File: src/rtl/core/assert_macros.svh
// assertion macros shared by the rtl files that check themselves
// no dependencies; expects signals named clk and rst where used
`ifndef ASSERT_MACROS_SVH
`define ASSERT_MACROS_SVH

// checked outside reset only
`define BLTC_ASSERT(label, prop, msg) \
  label: assert property (@(posedge clk) disable iff (rst) prop) \
    else $error(msg);

// checked at every edge, reset included
`define BLTC_ASSERT_ALWAYS(label, prop, msg) \
  label: assert property (@(posedge clk) prop) else $error(msg);

`endif

File: src/rtl/core/bltc_pkg.sv
// types and constants of the bus load throttle controller
// no dependencies; used by every other rtl file but assert_macros.svh
package bltc_pkg;

  localparam int unsigned TimeW    = 32;
  localparam int unsigned CountW   = 16;
  localparam int unsigned FramesW  = 17;
  localparam int unsigned WinW     = 16;
  localparam int unsigned RateW    = 20;
  localparam int unsigned FbitsW   = 8;
  localparam int unsigned LoadW    = 14;
  localparam int unsigned LevelW   = 2;
  localparam int unsigned HystW    = 4;
  localparam int unsigned CfgIdxW  = 3;
  localparam int unsigned CfgDataW = 20;
  localparam int unsigned DvdW     = 35;
  localparam int unsigned DsrW     = 32;
  localparam int unsigned Prod1W   = 25;

  localparam logic [LoadW-1:0]  LOAD_FULL = 14'd10000;
  localparam logic [TimeW-1:0]  ACT_HOLD  = 32'd1000;
  localparam logic [9:0]        MS_PER_S  = 10'd1000;
  localparam logic [CountW-1:0] COUNT_MAX = 16'hFFFF;

  localparam logic [LevelW-1:0] LEVEL_NORMAL = 2'd0;
  localparam logic [LevelW-1:0] LEVEL_LOW    = 2'd1;
  localparam logic [LevelW-1:0] LEVEL_EMERG  = 2'd2;

  typedef enum logic [1:0] {
    ACT_TX    = 2'd0,
    ACT_RX    = 2'd1,
    ACT_EVAL  = 2'd2,
    ACT_RESET = 2'd3
  } action_t;

  typedef enum logic [CfgIdxW-1:0] {
    CFG_WINDOW_MS      = 3'd0,
    CFG_BIT_RATE       = 3'd1,
    CFG_FRAME_BITS     = 3'd2,
    CFG_HIGH_THRESHOLD = 3'd3,
    CFG_LOW_THRESHOLD  = 3'd4,
    CFG_RECOVER_MID    = 3'd5,
    CFG_RECOVER_LOW    = 3'd6,
    CFG_HYST_COUNT     = 3'd7
  } cfg_idx_t;

  typedef struct packed {
    action_t          kind;
    logic [TimeW-1:0] now_ms;
  } cmd_t;

  typedef struct packed {
    logic [WinW-1:0]   window_ms;
    logic [RateW-1:0]  bit_rate;
    logic [FbitsW-1:0] frame_bits;
    logic [LoadW-1:0]  high_threshold;
    logic [LoadW-1:0]  low_threshold;
    logic [LoadW-1:0]  recover_mid;
    logic [LoadW-1:0]  recover_low;
    logic [HystW-1:0]  hyst_count;
  } cfg_t;

endpackage

File: src/rtl/core/bltc_ifs.sv
// valid/ready channel interfaces: event items, results, register writes
// depends on bltc_pkg for field widths
interface bltc_item_if;
  logic                         valid;
  logic                         ready;
  logic [1:0]                   action;
  logic [bltc_pkg::TimeW-1:0]   now_ms;
  modport source (output valid, action, now_ms, input ready);
  modport sink   (input valid, action, now_ms, output ready);
endinterface

interface bltc_result_if;
  logic                          valid;
  logic                          ready;
  logic                          load_valid;
  logic [bltc_pkg::LoadW-1:0]    meas_load;
  logic [bltc_pkg::LevelW-1:0]   thr_level;
  modport source (output valid, load_valid, meas_load, thr_level, input ready);
  modport sink   (input valid, load_valid, meas_load, thr_level, output ready);
endinterface

interface bltc_cfg_if;
  logic                          valid;
  logic                          ready;
  logic [bltc_pkg::CfgIdxW-1:0]  index;
  logic [bltc_pkg::CfgDataW-1:0] data;
  modport source (output valid, index, data, input ready);
  modport sink   (input valid, index, data, output ready);
endinterface

File: src/rtl/core/bus_load_throttle_controller_unit.sv
// bus load throttle controller, top level
// depends on bltc_pkg, the bltc interfaces, bltc_front, bltc_back, bltc_regs,
// and assert_macros.svh
//
// channels: item carries one event beat (action, now_ms); result returns one beat
// per event (load_valid, meas_load, thr_level); cfg writes one register per
// beat by index and is always ready
// a frame, bus reset or early evaluate beat writes its result register when it is
// taken; a window evaluation steps through MUL1 and MUL2, a restoring divide for
// bits per second, CHK and, unless the load caps, a second restoring divide for
// the load, then FIN writes the result
// throughput: one event at a time in the back end, so the divider sets the rate
// for evaluations; frame beats go at about one per cycle while the receiver is ready
// the front queue holds two beats, so the sender can place up to two beats while an
// evaluation runs or while the receiver stalls; a stalled result holds in its
// register and the back end takes no new beat until it is free
// reset: synchronous; counters, times, load and level clear, registers return
// to their defaults, the queue empties and no result is shown
`include "assert_macros.svh"

module bus_load_throttle_controller_unit (
  input  logic          clk,
  input  logic          rst,
  bltc_item_if.sink     item,
  bltc_result_if.source result,
  bltc_cfg_if.sink      cfg
);

  bltc_pkg::cfg_t regs;
  bltc_pkg::cmd_t cmd;
  logic           cmd_valid;
  logic           cmd_ready;

  // register bank
  bltc_regs u_regs (
    .clk  (clk),
    .rst  (rst),
    .cfg  (cfg),
    .regs (regs)
  );

  // accept and classify, queue toward the back end
  bltc_front u_front (
    .clk       (clk),
    .rst       (rst),
    .item      (item),
    .cmd_valid (cmd_valid),
    .cmd_ready (cmd_ready),
    .cmd       (cmd)
  );

  // counting, evaluation and throttle
  bltc_back u_back (
    .clk       (clk),
    .rst       (rst),
    .cfg       (regs),
    .cmd_valid (cmd_valid),
    .cmd_ready (cmd_ready),
    .cmd       (cmd),
    .result    (result)
  );

  // a full queue always has a head waiting for the back end
  `BLTC_ASSERT(a_full_queue_has_head, !item.ready |-> cmd_valid, "full queue shows no head")
  // results never leave the legal load and level ranges
  `BLTC_ASSERT(a_load_range, result.valid |-> result.meas_load <= bltc_pkg::LOAD_FULL, "bad load")
  `BLTC_ASSERT(a_level_range, result.valid |-> result.thr_level <= bltc_pkg::LEVEL_EMERG, "bad level")
  // no result beat right after reset
  `BLTC_ASSERT_ALWAYS(a_reset_clears_result, rst |=> !result.valid, "result valid after reset")

endmodule

File: src/rtl/core/bltc_front.sv
// front end: takes event beats, classifies them, holds them in a two-entry queue
// depends on bltc_pkg and bltc_item_if
module bltc_front (
  input  logic            clk,
  input  logic            rst,
  bltc_item_if.sink       item,
  output logic            cmd_valid,
  input  logic            cmd_ready,
  output bltc_pkg::cmd_t  cmd
);

  localparam int unsigned QDepth = 2;

  bltc_pkg::cmd_t q_mem [QDepth];
  logic           wr_ptr;
  logic           rd_ptr;
  logic [1:0]     count;
  logic           push;
  logic           pop;
  bltc_pkg::cmd_t in_cmd;

  assign item.ready = (count != 2'(QDepth));
  assign push       = item.valid && item.ready;
  assign pop        = cmd_valid && cmd_ready;
  assign cmd_valid  = (count != 2'd0);
  assign cmd        = q_mem[rd_ptr];

  // classify the raw action code
  always_comb begin
    in_cmd.now_ms = item.now_ms;
    case (item.action)
      bltc_pkg::ACT_TX:   in_cmd.kind = bltc_pkg::ACT_TX;
      bltc_pkg::ACT_RX:   in_cmd.kind = bltc_pkg::ACT_RX;
      bltc_pkg::ACT_EVAL: in_cmd.kind = bltc_pkg::ACT_EVAL;
      default:            in_cmd.kind = bltc_pkg::ACT_RESET;
    endcase
  end

  always_ff @(posedge clk) begin
    if (push) begin
      q_mem[wr_ptr] <= in_cmd;
    end
  end

  always_ff @(posedge clk) begin
    if (rst) begin
      wr_ptr <= 1'b0;
      rd_ptr <= 1'b0;
      count  <= 2'd0;
    end else begin
      if (push) begin
        wr_ptr <= ~wr_ptr;
      end
      if (pop) begin
        rd_ptr <= ~rd_ptr;
      end
      case ({push, pop})
        2'b10:   count <= count + 2'd1;
        2'b01:   count <= count - 2'd1;
        default: count <= count;
      endcase
    end
  end

endmodule

File: src/rtl/core/bltc_div.sv
// restoring divider, one quotient bit per cycle
// depends on bltc_pkg for operand widths
module bltc_div (
  input  logic                       clk,
  input  logic                       rst,
  input  logic                       start,
  input  logic [bltc_pkg::DvdW-1:0]  dividend,
  input  logic [bltc_pkg::DsrW-1:0]  divisor,
  output logic                       done,
  output logic [bltc_pkg::DvdW-1:0]  quotient
);

  localparam int unsigned CntW = $clog2(bltc_pkg::DvdW);
  localparam logic [CntW-1:0] LastStep = CntW'(bltc_pkg::DvdW - 1);

  logic                      busy;
  logic [CntW-1:0]           cnt;
  logic [bltc_pkg::DsrW-1:0] rem;
  logic [bltc_pkg::DsrW-1:0] dsr;
  logic [bltc_pkg::DvdW-1:0] quo;
  logic [bltc_pkg::DsrW:0]   rem_sh;
  logic [bltc_pkg::DsrW:0]   rem_diff;
  logic                      fits;

  assign rem_sh   = {rem, quo[bltc_pkg::DvdW-1]};
  assign rem_diff = rem_sh - {1'b0, dsr};
  assign fits     = (rem_sh >= {1'b0, dsr});
  assign quotient = quo;

  always_ff @(posedge clk) begin
    if (rst) begin
      busy <= 1'b0;
      done <= 1'b0;
      cnt  <= '0;
    end else begin
      // one-cycle pulse after the last quotient bit
      done <= !start && busy && (cnt == LastStep);
      if (start) begin
        busy <= 1'b1;
        cnt  <= '0;
        rem  <= '0;
        quo  <= dividend;
        dsr  <= divisor;
      end else if (busy) begin
        rem <= fits ? rem_diff[bltc_pkg::DsrW-1:0] : rem_sh[bltc_pkg::DsrW-1:0];
        quo <= {quo[bltc_pkg::DvdW-2:0], fits};
        cnt <= cnt + 1'b1;
        if (cnt == LastStep) begin
          busy <= 1'b0;
        end
      end
    end
  end

endmodule

File: src/rtl/core/bltc_back.sv
// back end: frame counters, load evaluation, hysteresis throttle, result register
// depends on bltc_pkg, bltc_result_if and bltc_div
module bltc_back (
  input  logic                clk,
  input  logic                rst,
  input  bltc_pkg::cfg_t      cfg,
  input  logic                cmd_valid,
  output logic                cmd_ready,
  input  bltc_pkg::cmd_t      cmd,
  bltc_result_if.source       result
);

  typedef enum logic [6:0] {
    ST_IDLE = 7'b0000001,
    ST_MUL1 = 7'b0000010,
    ST_MUL2 = 7'b0000100,
    ST_DIV1 = 7'b0001000,
    ST_CHK  = 7'b0010000,
    ST_DIV2 = 7'b0100000,
    ST_FIN  = 7'b1000000
  } state_t;

  state_t state;

  logic [bltc_pkg::CountW-1:0] tx_frame_count;
  logic [bltc_pkg::CountW-1:0] rx_frame_count;
  logic [bltc_pkg::TimeW-1:0]  window_start_time;
  logic [bltc_pkg::TimeW-1:0]  last_activity_time;
  logic [bltc_pkg::HystW-1:0]  stable_count;
  logic [bltc_pkg::LevelW-1:0] level_now;
  logic [bltc_pkg::LoadW-1:0]  load_now;

  logic [bltc_pkg::TimeW-1:0]  now_r;
  logic [bltc_pkg::TimeW-1:0]  elapsed_r;
  logic                        act_r;
  logic [bltc_pkg::Prod1W-1:0] prod;
  logic [bltc_pkg::LoadW-1:0]  load_raw;

  logic                        res_valid;
  logic                        res_load_valid;
  logic [bltc_pkg::LoadW-1:0]  res_load;
  logic [bltc_pkg::LevelW-1:0] res_level;

  logic [bltc_pkg::TimeW-1:0]   elapsed;
  logic [bltc_pkg::WinW-1:0]    win_eff;
  logic [bltc_pkg::RateW-1:0]   rate_eff;
  logic                         act;
  logic [bltc_pkg::FramesW-1:0] frames;
  logic [bltc_pkg::Prod1W-1:0]  mul1;
  logic [bltc_pkg::DvdW-1:0]    mul2;
  logic [bltc_pkg::DvdW-1:0]    mul3;
  logic                         cap;
  logic                         div_start;
  logic [bltc_pkg::DvdW-1:0]    div_dividend;
  logic [bltc_pkg::DsrW-1:0]    div_divisor;
  logic                         div_done;
  logic [bltc_pkg::DvdW-1:0]    div_q;

  logic [bltc_pkg::LoadW-1:0]  load_fin;
  logic [bltc_pkg::HystW-1:0]  stable_inc;
  logic [bltc_pkg::LevelW-1:0] level_next;
  logic [bltc_pkg::HystW-1:0]  stable_next;
  logic                        counting;
  logic [bltc_pkg::LevelW-1:0] target;

  assign cmd_ready = (state == ST_IDLE) && (!res_valid || result.ready);

  assign result.valid      = res_valid;
  assign result.load_valid = res_load_valid;
  assign result.meas_load  = res_load;
  assign result.thr_level  = res_level;

  assign elapsed  = cmd.now_ms - window_start_time;
  assign win_eff  = (cfg.window_ms == '0) ? bltc_pkg::WinW'(1) : cfg.window_ms;
  assign rate_eff = (cfg.bit_rate == '0) ? bltc_pkg::RateW'(1) : cfg.bit_rate;
  assign act      = (last_activity_time != '0) &&
                    ((cmd.now_ms - last_activity_time) < bltc_pkg::ACT_HOLD);

  assign frames = bltc_pkg::FramesW'(tx_frame_count) + bltc_pkg::FramesW'(rx_frame_count);
  assign mul1   = bltc_pkg::Prod1W'(frames) * bltc_pkg::Prod1W'(cfg.frame_bits);
  assign mul2   = bltc_pkg::DvdW'(prod) * bltc_pkg::DvdW'(bltc_pkg::MS_PER_S);
  assign mul3   = bltc_pkg::DvdW'(div_q[bltc_pkg::RateW-1:0]) *
                  bltc_pkg::DvdW'(bltc_pkg::LOAD_FULL);
  // bps at or above the bit rate always lands on the cap
  assign cap    = (div_q >= bltc_pkg::DvdW'(rate_eff));

  assign div_start    = (state == ST_MUL2) || ((state == ST_CHK) && !cap);
  assign div_dividend = (state == ST_MUL2) ? mul2 : mul3;
  assign div_divisor  = (state == ST_MUL2) ? elapsed_r : bltc_pkg::DsrW'(rate_eff);

  bltc_div u_div (
    .clk      (clk),
    .rst      (rst),
    .start    (div_start),
    .dividend (div_dividend),
    .divisor  (div_divisor),
    .done     (div_done),
    .quotient (div_q)
  );

  // throttle decision on the finished load
  always_comb begin
    load_fin    = ((load_raw == '0) && act_r) ? bltc_pkg::LoadW'(1) : load_raw;
    stable_inc  = stable_count + 1'b1;
    level_next  = level_now;
    stable_next = stable_count;
    counting    = 1'b0;
    target      = bltc_pkg::LEVEL_NORMAL;
    if (load_fin >= cfg.high_threshold) begin
      level_next  = bltc_pkg::LEVEL_EMERG;
      stable_next = '0;
    end else if ((load_fin >= cfg.low_threshold) && (level_now < bltc_pkg::LEVEL_EMERG)) begin
      level_next  = bltc_pkg::LEVEL_LOW;
      stable_next = '0;
    end else if ((level_now == bltc_pkg::LEVEL_EMERG) && (load_fin < cfg.recover_mid)) begin
      counting = 1'b1;
      target   = bltc_pkg::LEVEL_LOW;
    end else if ((level_now == bltc_pkg::LEVEL_LOW) && (load_fin < cfg.recover_low)) begin
      counting = 1'b1;
      target   = bltc_pkg::LEVEL_NORMAL;
    end else if (load_fin < cfg.low_threshold) begin
      counting = 1'b1;
      target   = bltc_pkg::LEVEL_NORMAL;
    end
    if (counting) begin
      stable_next = stable_inc;
      if (stable_inc >= cfg.hyst_count) begin
        level_next  = target;
        stable_next = '0;
      end
    end
  end

  always_ff @(posedge clk) begin
    if (rst) begin
      state              <= ST_IDLE;
      res_valid          <= 1'b0;
      tx_frame_count     <= '0;
      rx_frame_count     <= '0;
      window_start_time  <= '0;
      last_activity_time <= '0;
      stable_count       <= '0;
      level_now          <= '0;
      load_now           <= '0;
    end else begin
      case (state)
        ST_IDLE: begin
          if (cmd_valid && cmd_ready) begin
            now_r          <= cmd.now_ms;
            elapsed_r      <= elapsed;
            act_r          <= act;
            res_load_valid <= 1'b0;
            case (cmd.kind)
              bltc_pkg::ACT_TX: begin
                if (tx_frame_count != bltc_pkg::COUNT_MAX) begin
                  tx_frame_count <= tx_frame_count + 1'b1;
                end
                last_activity_time <= cmd.now_ms;
                res_load           <= load_now;
                res_level          <= level_now;
                res_valid          <= 1'b1;
              end
              bltc_pkg::ACT_RX: begin
                if (rx_frame_count != bltc_pkg::COUNT_MAX) begin
                  rx_frame_count <= rx_frame_count + 1'b1;
                end
                last_activity_time <= cmd.now_ms;
                res_load           <= load_now;
                res_level          <= level_now;
                res_valid          <= 1'b1;
              end
              bltc_pkg::ACT_EVAL: begin
                res_load  <= load_now;
                res_level <= level_now;
                if (elapsed >= bltc_pkg::TimeW'(win_eff)) begin
                  // any previous beat leaves at this edge
                  res_valid <= 1'b0;
                  state     <= ST_MUL1;
                end else begin
                  res_valid <= 1'b1;
                end
              end
              default: begin
                level_now          <= bltc_pkg::LEVEL_NORMAL;
                load_now           <= '0;
                window_start_time  <= cmd.now_ms;
                last_activity_time <= cmd.now_ms;
                res_load           <= '0;
                res_level          <= bltc_pkg::LEVEL_NORMAL;
                res_valid          <= 1'b1;
              end
            endcase
          end else if (result.ready) begin
            res_valid <= 1'b0;
          end
        end
        ST_MUL1: begin
          prod  <= mul1;
          state <= ST_MUL2;
        end
        ST_MUL2: begin
          state <= ST_DIV1;
        end
        ST_DIV1: begin
          if (div_done) begin
            state <= ST_CHK;
          end
        end
        ST_CHK: begin
          if (cap) begin
            load_raw <= bltc_pkg::LOAD_FULL;
            state    <= ST_FIN;
          end else begin
            state <= ST_DIV2;
          end
        end
        ST_DIV2: begin
          if (div_done) begin
            load_raw <= div_q[bltc_pkg::LoadW-1:0];
            state    <= ST_FIN;
          end
        end
        ST_FIN: begin
          load_now          <= load_fin;
          level_now         <= level_next;
          stable_count      <= stable_next;
          tx_frame_count    <= '0;
          rx_frame_count    <= '0;
          window_start_time <= now_r;
          res_valid         <= 1'b1;
          res_load_valid    <= 1'b1;
          res_load          <= load_fin;
          res_level         <= level_next;
          state             <= ST_IDLE;
        end
        default: begin
          state <= ST_IDLE;
        end
      endcase
    end
  end

endmodule

File: src/rtl/core/bltc_top_dummy_placeholder_removed.sv
// configuration register bank of the bus load throttle controller
// depends on bltc_pkg and bltc_cfg_if
module bltc_regs (
  input  logic           clk,
  input  logic           rst,
  bltc_cfg_if.sink       cfg,
  output bltc_pkg::cfg_t regs
);

  assign cfg.ready = 1'b1;

  always_ff @(posedge clk) begin
    if (rst) begin
      regs.window_ms      <= 16'd100;
      regs.bit_rate       <= 20'd500000;
      regs.frame_bits     <= 8'd122;
      regs.high_threshold <= 14'd9000;
      regs.low_threshold  <= 14'd7000;
      regs.recover_mid    <= 14'd8500;
      regs.recover_low    <= 14'd6500;
      regs.hyst_count     <= 4'd5;
    end else if (cfg.valid && cfg.ready) begin
      case (cfg.index)
        bltc_pkg::CFG_WINDOW_MS:      regs.window_ms      <= cfg.data[bltc_pkg::WinW-1:0];
        bltc_pkg::CFG_BIT_RATE:       regs.bit_rate       <= cfg.data[bltc_pkg::RateW-1:0];
        bltc_pkg::CFG_FRAME_BITS:     regs.frame_bits     <= cfg.data[bltc_pkg::FbitsW-1:0];
        bltc_pkg::CFG_HIGH_THRESHOLD: regs.high_threshold <= cfg.data[bltc_pkg::LoadW-1:0];
        bltc_pkg::CFG_LOW_THRESHOLD:  regs.low_threshold  <= cfg.data[bltc_pkg::LoadW-1:0];
        bltc_pkg::CFG_RECOVER_MID:    regs.recover_mid    <= cfg.data[bltc_pkg::LoadW-1:0];
        bltc_pkg::CFG_RECOVER_LOW:    regs.recover_low    <= cfg.data[bltc_pkg::LoadW-1:0];
        bltc_pkg::CFG_HYST_COUNT:     regs.hyst_count     <= cfg.data[bltc_pkg::HystW-1:0];
        default:                      regs.hyst_count     <= regs.hyst_count;
      endcase
    end
  end

endmodule

File: src/flat_wrapper.sv
// flat-port wrapper written by rule: the top's interface ports become plain ports
module bus_load_throttle_controller_unit_flat 
  (clk, rst, item_valid, item_action, item_now_ms, item_ready, result_valid, result_load_valid, result_meas_load, result_thr_level, result_ready, cfg_valid, cfg_index, cfg_data, cfg_ready);
  bltc_item_if item_i ();
  bltc_result_if result_i ();
  bltc_cfg_if cfg_i ();
  input  logic clk;
  input  logic rst;
  input wire logic [$bits(item_i.valid)-1:0] item_valid;
  input wire logic [$bits(item_i.action)-1:0] item_action;
  input wire logic [$bits(item_i.now_ms)-1:0] item_now_ms;
  output wire logic [$bits(item_i.ready)-1:0] item_ready;
  output wire logic [$bits(result_i.valid)-1:0] result_valid;
  output wire logic [$bits(result_i.load_valid)-1:0] result_load_valid;
  output wire logic [$bits(result_i.meas_load)-1:0] result_meas_load;
  output wire logic [$bits(result_i.thr_level)-1:0] result_thr_level;
  input wire logic [$bits(result_i.ready)-1:0] result_ready;
  input wire logic [$bits(cfg_i.valid)-1:0] cfg_valid;
  input wire logic [$bits(cfg_i.index)-1:0] cfg_index;
  input wire logic [$bits(cfg_i.data)-1:0] cfg_data;
  output wire logic [$bits(cfg_i.ready)-1:0] cfg_ready;
  assign item_i.valid = item_valid;
  assign item_i.action = item_action;
  assign item_i.now_ms = item_now_ms;
  assign item_ready = item_i.ready;
  assign result_valid = result_i.valid;
  assign result_load_valid = result_i.load_valid;
  assign result_meas_load = result_i.meas_load;
  assign result_thr_level = result_i.thr_level;
  assign result_i.ready = result_ready;
  assign cfg_i.valid = cfg_valid;
  assign cfg_i.index = cfg_index;
  assign cfg_i.data = cfg_data;
  assign cfg_ready = cfg_i.ready;
  bus_load_throttle_controller_unit u_core (.clk(clk), .rst(rst), .item(item_i), .result(result_i), .cfg(cfg_i));
endmodule
File: config.mk
export PLATFORM = sky130hd
export DESIGN_NAME = bus_load_throttle_controller_unit_flat
export DESIGN_NICKNAME = d
export VERILOG_FILES = /design/src/rtl/core/bltc_pkg.sv /design/src/rtl/core/bltc_ifs.sv /design/src/rtl/core/bus_load_throttle_controller_unit.sv /design/src/rtl/core/bltc_front.sv /design/src/rtl/core/bltc_div.sv /design/src/rtl/core/bltc_back.sv /design/src/rtl/core/bltc_top_dummy_placeholder_removed.sv /design/src/flat_wrapper.sv
export VERILOG_INCLUDE_DIRS = /design/src /design/src/rtl/core
export SDC_FILE = /design/constraint.sdc
export NUM_CORES = 2
export LEC_CHECK = 0
export BUFFER_PORTS_ARGS = -buffer_cell sky130_fd_sc_hd__buf_2
export CAP_MARGIN = 15
export CORE_UTILIZATION = 70
export DETAILED_ROUTE_END_ITERATION = 6
export MAX_ROUTING_LAYER = met4
export PLACE_DENSITY = 0.91
export RECOVER_POWER = 50
export SYNTH_ARGS = -nofsm -noshare
export SYNTH_HDL_FRONTEND = slang
export SYNTH_SLANG_ARGS = --single-unit
File: constraint.sdc
create_clock -name clk -period 12.9 [get_ports clk]
set_clock_uncertainty 0.2 [all_clocks]
set_input_delay 1.935 -clock clk [delete_from_list [all_inputs] [get_ports clk]]
set_output_delay 1.935 -clock clk [all_outputs]
set_load 0.01 [all_outputs]
# Word-level counts from Yosys, hierarchy flattened
# Memories as Yosys holds them, arrays and structs flattened. A register that Yosys moved wholly into a read port is not among the register bits.
# Index checks and enable logic that the tools add are counted.
# totals
register_bits	460
latchBits	0
ram_bits	68
mem_bits_ro	0
inputBits	62
memories	1
# mem_list
memory	depth	width	rd	rd_clocked_by_memory_dff	wr	line_no	rtl
u_core.u_front.q_mem	2	34	1	1	1	bltc_front.sv:14	bltc_pkg::cmd_t q_mem [QDepth];
# op_classes
n_addsub	10
mul	3
n_div	0
order_cmp	11
n_eq_ne	38
shift	0
n_mux	68
bitwise_logic	4
n_reduce_logical	53
# ops
op	count
32-bit two-way mux	4
16-bit two-way mux	7
35-bit two-way mux	3
32-bit subtractor	3
14-bit two-way mux	5
16-bit one-hot mux with 2 select lines	2
32-bit one-hot mux with 2 select lines	1
14-bit one-hot mux with 2 select lines	2
14-bit less-than comparator	3
7-bit two-way mux	6
7-bit one-hot mux with 6 select lines	1
20-bit two-way mux	2
35-bit by 20-bit >= comparator with 1-bit output	1
33-bit by 32-bit >= comparator with 1-bit output	1
16-bit by 1-bit adder with 16-bit output, second input constant	2
32-bit by 16-bit >= comparator with 1-bit output	1
32-bit by 10-bit less-than comparator with 1-bit output, second input constant	1
25-bit by 7-bit multiplier with 32-bit output, second input constant	1
16-bit != test, second input constant	2
32-bit nonzero test	1
20-bit by 10-bit multiplier with 30-bit output, second input constant	1
14-bit >= comparator	2
2-bit AND reduction	14
17-bit by 8-bit multiplier with 25-bit output	1
other kinds (45)	120

# Depth between registers and ports, before layout
# depth
ltp_word	11
depth_mapped	31

# By module
# From an unflattened synthesis, not the netlist that was laid out.
# hier_totals
cells_unflattened	4197
area_unflattened_um2	40287.4
# modules_own_cells
mod	instances	cells_per_inst	area_per_inst_um2	seq_area_each_um2
bltc_back	1	3137	27338.7	6115.9
bltc_div	1	540	6163.4	3133.0
bltc_regs	1	388	4110.2	2082.0
bltc_front	1	132	2675.1	2142.1

# Worst setup path before layout
# OpenSTA, ideal clock, no wires.
# synth_timing
path_type	register to register
startpoint	register u_core.u_back.tx_frame_count[0] in the netlist's numbering
endpoint	register u_core.u_back.prod[24] in the netlist's numbering, data pin
arrival_ns	6.405
required_ns	12.440
slack_ns	6.036
path_stages_with_launch	31
period_less_slack_ns	6.864
cell_sequence	dfxtp_1 ha_1 inv_1 fa_1 nor2b_1 o21ai_0 a21boi_0 o21ai_0 a21oi_1 o21ai_0 a21o_1 a211oi_1 o21ai_0 a31oi_1 and2_1 fa_1 inv_1 fa_1 fa_1 fa_1 inv_1 ha_1 a21o_1 a21oi_1 nor2_1 a21oi_1 inv_1 a211o_1 a221oi_1 o21bai_1 xnor2_1
# synth_between
elab_chain_cells	2
# synth_lines
item	line_no	rtl
start: declaration	bltc_back.sv:25	logic [bltc_pkg::CountW-1:0] tx_frame_count;
start signal: assignment	bltc_back.sv:156	tx_frame_count <= tx_frame_count + 1'b1;
16-bit by 16-bit adder with 17-bit output	bltc_back.sv:79	assign frames = bltc_pkg::FramesW'(tx_frame_count) + bltc_pkg::FramesW'(rx_frame_count);
17-bit by 8-bit multiplier with 25-bit output	bltc_back.sv:80	assign mul1 = bltc_pkg::Prod1W'(frames) * bltc_pkg::Prod1W'(cfg.frame_bits);
via u_core.u_back.mul1 (one bit)	bltc_back.sv:49	logic [bltc_pkg::Prod1W-1:0] mul1;
end signal: assignment	bltc_back.sv:198	prod <= mul1;
end: declaration	bltc_back.sv:36	logic [bltc_pkg::Prod1W-1:0] prod;
# The timed path passes the listed nets, and every way through them passes these cells.
# A chain may end at the register's enable or synchronous reset.

# Worst setup path after layout
# Ends and elaborated chain as after synthesis.

==> impl_metrics.tcl <==
set metrics [dict create \
    synth_edf_count 288 \
    setup_viol 0 \
    status "finished with violations" \
    firstDrtPassIters 7 \
    die_h_um 239 \
    ant_nets 0 \
    grt_overflow 0 \
    slew_headroom_pct -152 \
    drtIter0Drc 2993 \
    timing.fmax_ghz 0.129 \
    async_reset_ff_share_pct 0 \
    crit_path_frequent_cell "fa_1" \
    h-tree-depth 2 \
    syn_inst 4205 \
    grt_util_met1_pct 45.5 \
    final.min_clock_period_ns 7.76 \
    rows 86 \
    rsz0062_at_grt "no" \
    fin_setup_tns_ns 0 \
    synth_top_family_by_area "adder cells" \
    die_width_um 239 \
    wl_per_cell_um 19.3 \
    synthDistinctLibCells 87 \
    grt_util_met2_pct 56.0 \
    clockRootBuffer "clkbuf_16" \
    cts_made_buffers 53 \
    grt_util_met3_pct 5.17 \
    grt_max_degree 98 \
    antenna_found_initial 6 \
    synth_nets 4903 \
    cpPeakStageDelay_ns 0.54 \
    vias_per_cell 6.20 \
    clock-sinks 529 \
    fin_cells 5027 \
    die_area_um2 57200 \
    netlist_area_um2 39400 \
    postCtsSetupRepairBufs 0 \
    yosys_warnings 0 \
    end_kind "register" \
    worst_pin_slew_ns 3.77 \
    reg2reg_to "u_core.u_back.prod[24]" \
    crit_path_start_kind "register" \
    p_per_area_nw_per_um2 138 \
    grt_pass1_vias 31000 \
    syn_area_per_cell_um2 9.37 \
    place_congestion 0.942 \
    port_buffers 80 \
    drc_errors 14 \
    cts_resized 0 \
    hold_class "register to register" \
    synth_compound_area_share_pct 14.1 \
    post-dp-hpwl_um 69700 \
    slowest_stage "fa_1" \
    synth_fa_ha_area_share_pct 24.6 \
    slew_viol_final 535 \
    reg2reg_from "u_core.u_back.tx_frame_count[0]" \
    hold_depth 2 \
    ys.flop_type "edfxtp_1" \
    violations "DRC, capacitance limit, slew limit" \
    cts_hold_buf 0 \
    cts_tree "done" \
    cp-startpoint "u_core.u_back.tx_frame_count[0]" \
    top_usage_layer "met2" \
    vdd_drop_max_mv 0.186 \
    leakage_uw 0.0178 \
    cp.arrival_ns 7.92 \
    layout_commonest_cell "inv_1" \
    rrSetupSlack_ns 5.14 \
    hold_start "u_core.u_regs.regs[42]" \
    synthMuxAreaShare_pct 1.64 \
    maxCapViolCount 9 \
    io_pins 82 \
    hold_viol 0 \
    synth_xor_area_share_pct 3.93 \
    track_usage_pct 35.2 \
    drive_gt1_share_pct 4.31 \
    cp_max_fo 8 \
    clk_pin_slew_ns 0.06 \
    routed_wirelength_um 97100 \
    cts_buffer_depth 3 \
    yosysSeqAreaShare_pct 34.2 \
    worstRegToRegCells 30 \
    finalNetCount 4926 \
    nFillCells 3575 \
    mostFrequentLayoutCells "inv_1 (556), nand2_1 (446), ha_1 (406)" \
    areaGrowthSynthToFinish_pct 6.86 \
    min_to "u_core.u_regs.regs[42]" \
    place_inst 4920 \
    yosys.area_share.simple_pct 14.8 \
    core_um2 55300 \
    vias 31200 \
    worst_skew_pair.late_latency_ns 0.63 \
    critical_path_class "register to register" \
    grt_pass1_wl_um 156000 \
    start_util_pct 71.2 \
    ys_seq_elements 529 \
    fin_crit_sh_pct 60.2 \
    worstPathRequired_ns 13.05 \
]
## synthesized netlist by cell type, types with 6 or more instances
master / instances / area share (%)
dfxtp_1: 241 / 12
a211o_1: 40 / 0.89
a21oi_1: 307 / 3.9
o31ai_1: 9 / 0.17
fa_1: 230 / 12
and3_1: 35 / 0.56
a211oi_1: 63 / 1.2
xor2_1: 78 / 1.7
nand2b_1: 37 / 0.59
nand2_1: 446 / 4.2
o311ai_0: 6 / 0.13
inv_1: 557 / 5.3
o21ai_0: 151 / 1.9
o21bai_1: 26 / 0.50
or3_1: 18 / 0.29
o211ai_1: 48 / 0.91
ha_1: 406 / 13
a31oi_1: 14 / 0.22
nor3_1: 51 / 0.65
nor2_1: 283 / 2.7
nor2b_1: 39 / 0.62
a2111oi_0: 8 / 0.18
or2_2: 11 / 0.17
and2_1: 126 / 2.0
mux2i_1: 60 / 1.5
clkbuf_1: 129 / 1.2
a22oi_1: 7 / 0.13
nand3_1: 66 / 0.84
o21a_1: 18 / 0.34
xnor2_1: 99 / 2.2
a21boi_0: 11 / 0.21
nand4_1: 34 / 0.54
nor4_1: 33 / 0.52
edfxtp_1: 288 / 22
a31o_2: 7 / 0.16
a21o_1: 87 / 1.7
nand3b_1: 18 / 0.34
nor4b_1: 7 / 0.16
## power breakdown
| group | total (uW) | leakage (uW) | switching, uW | internal [uW] |
|---|---|---|---|---|
| clock network | 1530 | 0.000826 | 682 | 851 |
| logic | 2100 | 0.0124 | 1280 | 819 |
| registers | 2180 | 0.00458 | 132 | 2050 |
| total | 5810 | 0.0178 | 2090 | 3720 |
## critical path: cells and delay by family, from the launching register on
family | cells | cell delay [ns]
adder cells (fa/ha/maj) | 7 | 2.86
buffers and inverters | 4 | 0.24
XOR/XNOR | 1 | 0.13
flip-flops | 1 | 0.42
AO/OA/AOI/OAI | 15 | 3.18
AND/OR/NAND/NOR | 3 | 0.47
## per-layer routing
layer | part of all wire, % | wire length [um]
met5 | 0 | 0
met4 | 4.1 | 3990
met3 | 9.1 | 8860
met2 | 46 | 44900
met1 | 41 | 39400
## worst max-delay path by stage
stage / endpoint / cells past startpoint
6_report: u_core.u_back.prod[24] / 30
5_1_grt: u_core.u_back.prod[24] / 30
4_1_cts: u_core.u_back.prod[24] / 30
3_5_place_dp: u_core.u_back.prod[24] / 30
3_3_place_gp: u_core.u_back.prod[24] / 30
2_1_floorplan: u_core.u_back.prod[24] / 30
## final cells by class
type	instances	area [um2]	share of cell area, %
inverters	559	2100	4.98
well taps	748	936	2.22
diodes	7	17.5	0.0416
clock buffers	71	1450	3.43
multi-input cells	2980	23400	55.5
repair buffers	105	519	1.23
clock inverters	28	255	0.606
flip-flops and latches	529	13500	32.0
## cells by family after synthesis
kind of cell,Yosys count
XOR/XNOR,177
adder cells (fa/ha/maj),636
other,1
multiplexers,63
AO/OA/AOI/OAI,872
buffers and inverters,696
flip-flops,529
AND/OR/NAND/NOR,1231
## state kept, by name, indices dropped and copies added (netlist names), 4 cells and up, named ones only
register                          cells
u_core.u_regs.regs                  104
u_core.u_front.q_mem                 68
u_core.u_back.u_div.quotient         35
u_core.u_back.elapsed_r              32
u_core.u_back.last_activity_time     32
u_core.u_back.now_r                  32
u_core.u_back.u_div.dsr              32
u_core.u_back.u_div.rem              32
u_core.u_back.window_start_time      32
u_core.u_back.prod                   25
u_core.u_back.rx_frame_count         16
u_core.u_back.tx_frame_count         16
u_core.u_back.load_now               14
u_core.u_back.load_raw               14
u_core.u_back.result.meas_load       14
u_core.u_back.state                   7
u_core.u_back.u_div.cnt               6
u_core.u_back.stable_count            4
## through the flow
| step | hold WS [ns] | power [uW] | util (%) | area (um2) | worst slack, ns |
|---|---|---|---|---|---|
| floorplan | 0.232 | 3740 | - | 39400 | 6.04 |
| global placement | 0.238 | 4140 | 73.2 | 40500 | 5.52 |
| detailed placement | 0.246 | 4230 | 73.2 | 40500 | 5.21 |
| CTS | 0.255 | 5760 | 76.2 | 42200 | 5.18 |
| global route | 0.275 | 6110 | 76.1 | 42100 | 4.53 |
| finish | 0.256 | 5810 | 76.1 | 42100 | 5.14 |
Note: power is estimated with default switching activity, not from simulation.
